## config.mk

```make
export PLATFORM = sky130hd
export DESIGN_NAME = linear_interp_resampler_top_flat
export DESIGN_NICKNAME = d
export VERILOG_FILES = /design/src/lirs_pkg.sv /design/src/lirs_if.sv /design/src/lirs_front.sv /design/src/lirs_fifo.sv /design/src/lirs_back.sv /design/src/linear_interp_resampler_top.sv /design/src/flat_wrapper.sv
export SDC_FILE = /design/constraint.sdc
export NUM_CORES = 1
export LEC_CHECK = 0
export ABC_AREA = 1
export BUFFER_PORTS_ARGS = -buffer_cell sky130_fd_sc_hd__buf_2
export CORE_MARGIN = 8
export CORE_UTILIZATION = 35
export CTS_CLUSTER_DIAMETER = 60
export DETAILED_ROUTE_END_ITERATION = 10
export HOLD_SLACK_MARGIN = 0.08
export SLEW_MARGIN = 40
export SYNTH_ARGS = -nofsm -noshare
export SYNTH_HDL_FRONTEND = slang
export SYNTH_SLANG_ARGS = --single-unit
export TNS_END_PERCENT = 50
```

## constraint.sdc

```tcl
create_clock -name clk_i -period 17.8 [get_ports clk_i]
set_clock_uncertainty 0.1 [all_clocks]
set_input_delay 3.56 -clock clk_i [delete_from_list [all_inputs] [get_ports clk_i]]
set_output_delay 3.56 -clock clk_i [all_outputs]
set_load 0.05 [all_outputs]
```

## src/lirs_pkg.sv

```systemverilog
package lirs_pkg;

  // what the front end found out about a word
  typedef enum logic {
    KIND_FIRST  = 1'b0,
    KIND_INTERP = 1'b1
  } lirs_kind_e;

  // an input produces at most this many outputs
  localparam int MAX_OUT = 3;
  localparam int CNT_W = 2;
  localparam logic [CNT_W-1:0] LAST_IDX = CNT_W'(MAX_OUT - 1);

endpackage

```

## src/lirs_if.sv

```systemverilog
interface lirs_in_if #(
  parameter int SAMPLE_BITS = 16
);
  logic                          valid;
  logic                          ready;
  logic signed [SAMPLE_BITS-1:0] sample;

  modport source (output valid, output sample, input ready);
  modport sink (input valid, input sample, output ready);
endinterface

interface lirs_out_if #(
  parameter int SAMPLE_BITS = 16
);
  logic                          valid;
  logic                          ready;
  logic signed [SAMPLE_BITS-1:0] out_sample;
  logic                          last;

  modport source (output valid, output out_sample, output last, input ready);
  modport sink (input valid, input out_sample, input last, output ready);
endinterface

```

## src/lirs_front.sv

```systemverilog
module lirs_front #(
  parameter int SAMPLE_BITS = 16
) (
  input  logic                          clk_i,
  input  logic                          rst_ni,
  lirs_in_if.sink                       smp_i,
  input  logic                          full_i,
  output logic                          push_o,
  output lirs_pkg::lirs_kind_e          kind_o,
  output logic signed [SAMPLE_BITS-1:0] prev_o,
  output logic signed [SAMPLE_BITS-1:0] cur_o
);
  import lirs_pkg::*;

  logic                          have_prev_q;
  logic signed [SAMPLE_BITS-1:0] prev_q;

  assign smp_i.ready = !full_i;
  assign push_o      = smp_i.valid && !full_i;
  assign kind_o      = have_prev_q ? KIND_INTERP : KIND_FIRST;
  assign prev_o      = prev_q;
  assign cur_o       = smp_i.sample;

  always_ff @(posedge clk_i or negedge rst_ni) begin
    if (!rst_ni) begin
      have_prev_q <= 1'b0;
      prev_q      <= '0;
    end else if (push_o) begin
      have_prev_q <= 1'b1;
      prev_q      <= smp_i.sample;
    end
  end

endmodule

```

## src/lirs_fifo.sv

```systemverilog
module lirs_fifo #(
  parameter int WIDTH = 33
) (
  input  logic             clk_i,
  input  logic             rst_ni,
  input  logic             push_i,
  input  logic [WIDTH-1:0] data_i,
  input  logic             pop_i,
  output logic [WIDTH-1:0] data_o,
  output logic             valid_o,
  output logic             full_o
);
  import lirs_pkg::*;

  logic [WIDTH-1:0] mem_q [2];
  logic             wr_q;
  logic             rd_q;
  logic [1:0]       cnt_q;
  logic [1:0]       cnt_d;

  assign data_o  = mem_q[rd_q];
  assign valid_o = (cnt_q != 2'd0);
  assign full_o  = (cnt_q == 2'd2);

  always_comb begin
    cnt_d = cnt_q;
    if (push_i && !pop_i) begin
      cnt_d = cnt_q + 2'd1;
    end else if (pop_i && !push_i) begin
      cnt_d = cnt_q - 2'd1;
    end
  end

  always_ff @(posedge clk_i) begin
    if (push_i) begin
      mem_q[wr_q] <= data_i;
    end
  end

  always_ff @(posedge clk_i or negedge rst_ni) begin
    if (!rst_ni) begin
      wr_q  <= 1'b0;
      rd_q  <= 1'b0;
      cnt_q <= 2'd0;
    end else begin
      if (push_i) begin
        wr_q <= !wr_q;
      end
      if (pop_i) begin
        rd_q <= !rd_q;
      end
      cnt_q <= cnt_d;
    end
  end

  a_no_overflow: assert property (@(posedge clk_i) disable iff (!rst_ni)
    full_o |-> !push_i)
    else $error("push into full queue");

  a_no_underflow: assert property (@(posedge clk_i) disable iff (!rst_ni)
    pop_i |-> valid_o)
    else $error("pop from empty queue");

  a_count_matches_ptrs: assert property (@(posedge clk_i) disable iff (!rst_ni)
    (cnt_q == 2'd1) == (wr_q != rd_q))
    else $error("queue count and pointers disagree");

endmodule

```

## src/lirs_back.sv

```systemverilog
module lirs_back #(
  parameter int SAMPLE_BITS = 16,
  parameter int FRAC_BITS   = 16
) (
  input  logic                          clk_i,
  input  logic                          rst_ni,
  input  logic                          cfg_we_i,
  input  logic [FRAC_BITS+1:0]          cfg_data_i,
  input  logic                          head_valid_i,
  input  lirs_pkg::lirs_kind_e          head_kind_i,
  input  logic signed [SAMPLE_BITS-1:0] head_prev_i,
  input  logic signed [SAMPLE_BITS-1:0] head_cur_i,
  output logic                          pop_o,
  lirs_out_if.source                    res_o
);
  import lirs_pkg::*;

  localparam int PH_W  = FRAC_BITS + 2;
  localparam int SB    = SAMPLE_BITS;
  localparam int PRD_W = SB + PH_W + 2;
  localparam logic [PH_W-1:0] ONE      = PH_W'(1) << FRAC_BITS;
  localparam logic [PH_W-1:0] STEP_MIN = ONE >> 1;
  localparam logic [PH_W-1:0] STEP_MAX = ONE << 1;

  logic [PH_W-1:0]         step_q;
  logic [PH_W-1:0]         phase_q, phase_d;
  logic [CNT_W-1:0]        n_q, n_d;
  logic                    ov_q, ov_d;
  logic signed [SB-1:0]    os_q, os_d;
  logic                    ol_q, ol_d;

  logic                    adv;
  logic signed [SB:0]      diff;
  logic signed [PRD_W-1:0] prod;
  logic signed [PRD_W-1:0] interp;
  logic [PH_W:0]           nxt;
  logic [PH_W-1:0]         wrap;
  logic                    in_range;
  logic                    is_last;
  logic [PH_W-1:0]         step_clamp;

  always_comb begin
    if (cfg_data_i < STEP_MIN) begin
      step_clamp = STEP_MIN;
    end else if (cfg_data_i > STEP_MAX) begin
      step_clamp = STEP_MAX;
    end else begin
      step_clamp = cfg_data_i;
    end
  end

  // one interpolation a cycle through the shared multiplier while the output is not stalled
  assign diff   = {head_cur_i[SB-1], head_cur_i} - {head_prev_i[SB-1], head_prev_i};
  assign prod   = $signed({{(PRD_W-SB-1){diff[SB]}}, diff})
                * $signed({{(PRD_W-PH_W){1'b0}}, phase_q});
  assign interp = (prod >>> FRAC_BITS) + $signed({{(PRD_W-SB){head_prev_i[SB-1]}}, head_prev_i});

  assign nxt      = {1'b0, phase_q} + {1'b0, step_q};
  assign in_range = (phase_q <= ONE);
  assign is_last  = (nxt > {1'b0, ONE}) || (n_q == LAST_IDX);
  assign wrap     = (nxt >= {1'b0, ONE}) ? PH_W'(nxt - {1'b0, ONE}) : '0;

  assign adv = head_valid_i && (!ov_q || res_o.ready);

  always_comb begin
    phase_d = phase_q;
    n_d     = n_q;
    ov_d    = ov_q && !res_o.ready;
    os_d    = os_q;
    ol_d    = ol_q;
    pop_o   = 1'b0;
    if (adv) begin
      if (head_kind_i == KIND_FIRST) begin
        ov_d    = 1'b1;
        os_d    = head_cur_i;
        ol_d    = 1'b1;
        phase_d = '0;
        n_d     = '0;
        pop_o   = 1'b1;
      end else if (!in_range) begin
        // phase already past one: no output, just wrap
        phase_d = phase_q - ONE;
        n_d     = '0;
        pop_o   = 1'b1;
      end else begin
        ov_d = 1'b1;
        os_d = interp[SB-1:0];
        ol_d = is_last;
        if (is_last) begin
          phase_d = wrap;
          n_d     = '0;
          pop_o   = 1'b1;
        end else begin
          phase_d = nxt[PH_W-1:0];
          n_d     = n_q + CNT_W'(1);
        end
      end
    end
  end

  always_ff @(posedge clk_i or negedge rst_ni) begin
    if (!rst_ni) begin
      step_q  <= ONE;
      phase_q <= '0;
      n_q     <= '0;
      ov_q    <= 1'b0;
    end else begin
      if (cfg_we_i) begin
        step_q <= step_clamp;
      end
      phase_q <= phase_d;
      n_q     <= n_d;
      ov_q    <= ov_d;
    end
  end

  always_ff @(posedge clk_i) begin
    os_q <= os_d;
    ol_q <= ol_d;
  end

  assign res_o.valid      = ov_q;
  assign res_o.out_sample = os_q;
  assign res_o.last       = ol_q;

  a_step_in_range: assert property (@(posedge clk_i) disable iff (!rst_ni)
    step_q >= STEP_MIN && step_q <= STEP_MAX)
    else $error("phase step outside clamp range");

  a_phase_bounded: assert property (@(posedge clk_i) disable iff (!rst_ni)
    phase_q <= STEP_MAX)
    else $error("phase above two");

  a_count_bounded: assert property (@(posedge clk_i) disable iff (!rst_ni)
    n_q <= LAST_IDX)
    else $error("output count past limit");

  a_third_is_last: assert property (@(posedge clk_i) disable iff (!rst_ni)
    (adv && head_kind_i == KIND_INTERP && in_range && n_q == LAST_IDX)
      |=> (res_o.valid && res_o.last))
    else $error("third output not marked last");

endmodule

```

## src/linear_interp_resampler_top.sv

```systemverilog
// Linear interpolation resampler. Each input word is one signed sample; each
// output word is an interpolated sample plus a last flag on the final output
// for that input. The first sample after reset comes out unchanged; every
// later sample yields 0 to 3 outputs at phases up to and including 1.0,
// stepped by phase_step (Q2.FRAC_BITS, clamped to 0.5..2.0 on write, reset
// value 1.0). Inputs go into a two-word queue and are taken at one per cycle
// while it has room. The back end has one multiplier and gives one output per
// cycle while the output is not stalled; an input that gives no output is
// popped without one. Sustained throughput is set by the outputs per input.
// Write phase_step only while the block is idle.
module linear_interp_resampler_top #(
  parameter int SAMPLE_BITS = 16,
  parameter int FRAC_BITS   = 16
) (
  input  logic                 clk_i,
  input  logic                 rst_ni,
  input  logic                 cfg_we_i,
  input  logic [FRAC_BITS+1:0] cfg_data_i,
  lirs_in_if.sink              smp_i,
  lirs_out_if.source           res_o
);
  import lirs_pkg::*;

  localparam int QW = 2 * SAMPLE_BITS + 1;

  logic                          push;
  logic                          full;
  logic                          pop;
  logic                          head_valid;
  lirs_kind_e                    push_kind;
  logic signed [SAMPLE_BITS-1:0] push_prev;
  logic signed [SAMPLE_BITS-1:0] push_cur;
  logic [QW-1:0]                 head;

  lirs_front #(
    .SAMPLE_BITS (SAMPLE_BITS)
  ) u_front (
    .clk_i  (clk_i),
    .rst_ni (rst_ni),
    .smp_i  (smp_i),
    .full_i (full),
    .push_o (push),
    .kind_o (push_kind),
    .prev_o (push_prev),
    .cur_o  (push_cur)
  );

  lirs_fifo #(
    .WIDTH (QW)
  ) u_fifo (
    .clk_i   (clk_i),
    .rst_ni  (rst_ni),
    .push_i  (push),
    .data_i  ({push_kind, push_prev, push_cur}),
    .pop_i   (pop),
    .data_o  (head),
    .valid_o (head_valid),
    .full_o  (full)
  );

  lirs_back #(
    .SAMPLE_BITS (SAMPLE_BITS),
    .FRAC_BITS   (FRAC_BITS)
  ) u_back (
    .clk_i        (clk_i),
    .rst_ni       (rst_ni),
    .cfg_we_i     (cfg_we_i),
    .cfg_data_i   (cfg_data_i),
    .head_valid_i (head_valid),
    .head_kind_i  (lirs_kind_e'(head[QW-1])),
    .head_prev_i  ($signed(head[2*SAMPLE_BITS-1:SAMPLE_BITS])),
    .head_cur_i   ($signed(head[SAMPLE_BITS-1:0])),
    .pop_o        (pop),
    .res_o        (res_o)
  );

endmodule
```

## src/flat_wrapper.sv

```systemverilog
// flat-port wrapper written by rule: the top's interface ports become plain ports
module linear_interp_resampler_top_flat import lirs_pkg::*;
#(
  parameter int SAMPLE_BITS = 16,
  parameter int FRAC_BITS   = 16
)
  (clk_i, rst_ni, cfg_we_i, cfg_data_i, smp_i_valid, smp_i_sample, smp_i_ready, res_o_valid, res_o_out_sample, res_o_last, res_o_ready);
  lirs_in_if #(.SAMPLE_BITS(SAMPLE_BITS)) smp_i_i ();
  lirs_out_if #(.SAMPLE_BITS(SAMPLE_BITS)) res_o_i ();
  input  logic clk_i;
  input  logic rst_ni;
  input  logic cfg_we_i;
  input  logic [FRAC_BITS+1:0] cfg_data_i;
  input wire logic [$bits(smp_i_i.valid)-1:0] smp_i_valid;
  input wire logic [$bits(smp_i_i.sample)-1:0] smp_i_sample;
  output wire logic [$bits(smp_i_i.ready)-1:0] smp_i_ready;
  output wire logic [$bits(res_o_i.valid)-1:0] res_o_valid;
  output wire logic [$bits(res_o_i.out_sample)-1:0] res_o_out_sample;
  output wire logic [$bits(res_o_i.last)-1:0] res_o_last;
  input wire logic [$bits(res_o_i.ready)-1:0] res_o_ready;
  assign smp_i_i.valid = smp_i_valid;
  assign smp_i_i.sample = smp_i_sample;
  assign smp_i_ready = smp_i_i.ready;
  assign res_o_valid = res_o_i.valid;
  assign res_o_out_sample = res_o_i.out_sample;
  assign res_o_last = res_o_i.last;
  assign res_o_i.ready = res_o_ready;
  linear_interp_resampler_top #(.SAMPLE_BITS(SAMPLE_BITS), .FRAC_BITS(FRAC_BITS)) u_core (.clk_i(clk_i), .rst_ni(rst_ni), .cfg_we_i(cfg_we_i), .cfg_data_i(cfg_data_i), .smp_i(smp_i_i), .res_o(res_o_i));
endmodule
```

==> metrics <==
status=finished clean; Final ANT Viol Nets=0; Critical Path Max Stage Delay=0.55 ns; initial core utilization=35.19%; Detailed Place HPWL=42,490 µm; Tmin final=10.96 ns; Crit Path Max Fanout=35; share of cells above drive strength 1=8.789%; Synth Area per Inst=8.270 µm²; initial antenna violation count=0; DR vias=14,350; drt first pass iters=5; Post-Layout Cell Count=2,910; diodes inserted=0; Seq/Total Area, Yosys=22.22%; total clock sinks=143; layout net count=2,653; DR WL met2=23,880 µm; CTS buffer count=17; via/cell ratio=4.931; Top Layer Used=met4; async set or reset register ratio after synthesis=41.96%; initial DRC count=967; Routed WL=52,280 µm; Placer Congestion=0.9309; H-tree levels=4; critical path type=flop to flop; syn_nets=2,610; met1 wire length=22,880 µm; # placed instances=2,878; DP Worst Slack=6.735 ns; final setup fails=0; I/O Buffers=57; Boundary Pins=58; Synth Register Bits=143; Worst Setup Start Kind=flop; total grt overflow=0; Critical Path RT=17.91 ns; top post-synthesis cells by area=fa_1, edfxtp_1, nand2_1; clock transition at the registers of the reported paths=0.07 ns; share of the synthesized area in the top cell type=26.72%; Area Growth Syn to Fin=9.568%; DR WL met3=3355 µm; post-cts sizing count=0; CTS Buffer Depth=2; Post-synth EDFFs=83; later-pin clock latency in the skew report=0.45 ns; postcts setup bufs=0; DRC Markers=0; top_reg_cell synth=edfxtp_1; vias in the first global route=15,180; die area=58,880 µm²; count of pins over their slew limit=0; Fin Hold WS=0.3715 ns; period utilization=61.59%; commonest non-fill, non-tap cell in the layout=nand2_1; worst slew pin tran=0.8122 ns; Worst path slowest cell=fa_1; Post-Syn Instances=2,174; Die W=242.7 µm; max cap viols=0; die height=242.7 µm; largest net degree at the start of global routing=42; first-pass GRT wire length=83,550 µm; CTS tree=yes; hold violation count in the final report=0; Setup WS post-layout=6.836 ns; CP Data Arrival Time=11.07 ns; synth warn=0; Max Fclk=91.21 MHz; Setup TNS Final=0 ns; # hold bufs at CTS=0; GR Util All Layers=18.01%; synthesized area=17,980 µm²; total core area=51,090 µm²; most frequent CP cell=inv_1; Crit. End Element=flop; Root Buffer=clkbuf_16; highest-count cells in the layout ignoring fill and taps=nand2_1, inv_1, fa_1, nor2_1, ha_1; hold crit path type=flop to flop; slew margin rel.=45.86%; synth unique cells=55; largest area contributor in the netlist=fa_1; row cnt=83; RSZ-0062 raised after global routing=false; Wirelength per Cell=17.96 µm
==> cells by family (layout without fill, tap and decap cells) <==
group                      after synthesis  count (layout)  share of synthesized area (%)
adders and majority gates              397             397                          37.65
AOI/OAI and AO/OA                      206             206                          7.223
buffers and inverters                  520             576                          10.93
and+or+nand+nor                        879             879                          20.56
xor gates and xnor gates                28              28                          1.364
DFF                                    143             143                          22.22
muxes                                    1               1                        0.05567
==> final timing paths <==
kind | to | cells after the start | from | slack [ns]
setup / recovery | u_core.u_back.res_o.out_sample[15] | 50 | u_core.u_fifo.rd_q | 6.84
hold / removal | u_core.u_fifo.mem_q[1][23] | 0 | u_core.u_front.prev_o[7] | 0.37
setup reg to reg | u_core.u_back.res_o.out_sample[15] | 50 | u_core.u_fifo.rd_q | 6.84
hold reg to reg | u_core.u_fifo.mem_q[1][23] | 0 | u_core.u_front.prev_o[7] | 0.37
max in group asynchronous | u_core.u_back.step_q[16] | 3 | rst_ni | 14.01
min in group asynchronous | u_core.u_front.prev_o[10] | 2 | rst_ni | 3.00
==> Yosys cell counts (all sizes together), types with 11 or more instances <==
master	number
fa	240
or2	29
xor2	18
nor2	194
nand2	545
dfrtp	59
nand3	63
inv	459
ha	157
clkbuf	44
clkinv	12
nand4	19
edfxtp	83
o22ai	17
a21oi	81
a32o	15
nor3	11
o21ai	63
==> final cells by class <==
cell class                      count  area (µm²)
Inverter                          471        1768
Multi-Input combinational cell   1511       12080
Timing Repair Buffer               73       432.9
Fill cell                        5275       31390
Clock buffer                       17       425.4
Clock inverter                     15       148.9
Sequential cell                   143        3995
Tap cell                          680       850.8
==> layer usage <==
| layer | vias up | global-route usage, % |
|---|---|---|
| met1 | 7008 | 23.21 |
| met2 | 441 | 29.09 |
| met4 | 0 | 7.370 |
| met5 | - | 0 |
| li1 | 6794 | - |
| met3 | 105 | 4.008 |
==> sequential cells by signal (all words and copies together) (netlist names) <==
signal	cells
u_core.u_front.prev_o	16
u_core.u_back.res_o.valid	1
u_core.u_fifo.cnt_q	2
u_core.u_fifo.mem_q	66
u_core.u_back.phase_q	18
u_core.u_back.n_q	2
u_core.u_front.have_prev_q	1
u_core.u_fifo.rd_q	1
u_core.u_back.res_o.last	1
u_core.u_back.res_o.out_sample	16
u_core.u_fifo.wr_q	1
u_core.u_back.step_q	18
==> stage by stage <==
| step | utilization, % | instance area, µm² |
|---|---|---|
| 6_report | 38.56 | 19700 |
| 2_1_floorplan | - | 17980 |
| 5_1_grt | 38.56 | 19700 |
| 3_5_place_dp | 37.41 | 19110 |
| 4_1_cts | 38.53 | 19690 |
| 3_3_place_gp | 37.26 | 19040 |
==> critical path: cells and delay by family (launching register included) <==
kind            cells  cell delay, ns
fa+ha+maj           9            3.70
xor+xnor            1            0.29
compound gates     11            2.15
simple gates       17            2.52
buf+inv            12            1.63
flops               1            0.32
Power is not shown: default switching activity piles up to over one toggle a cycle in this logic, so the estimate is an artifact.
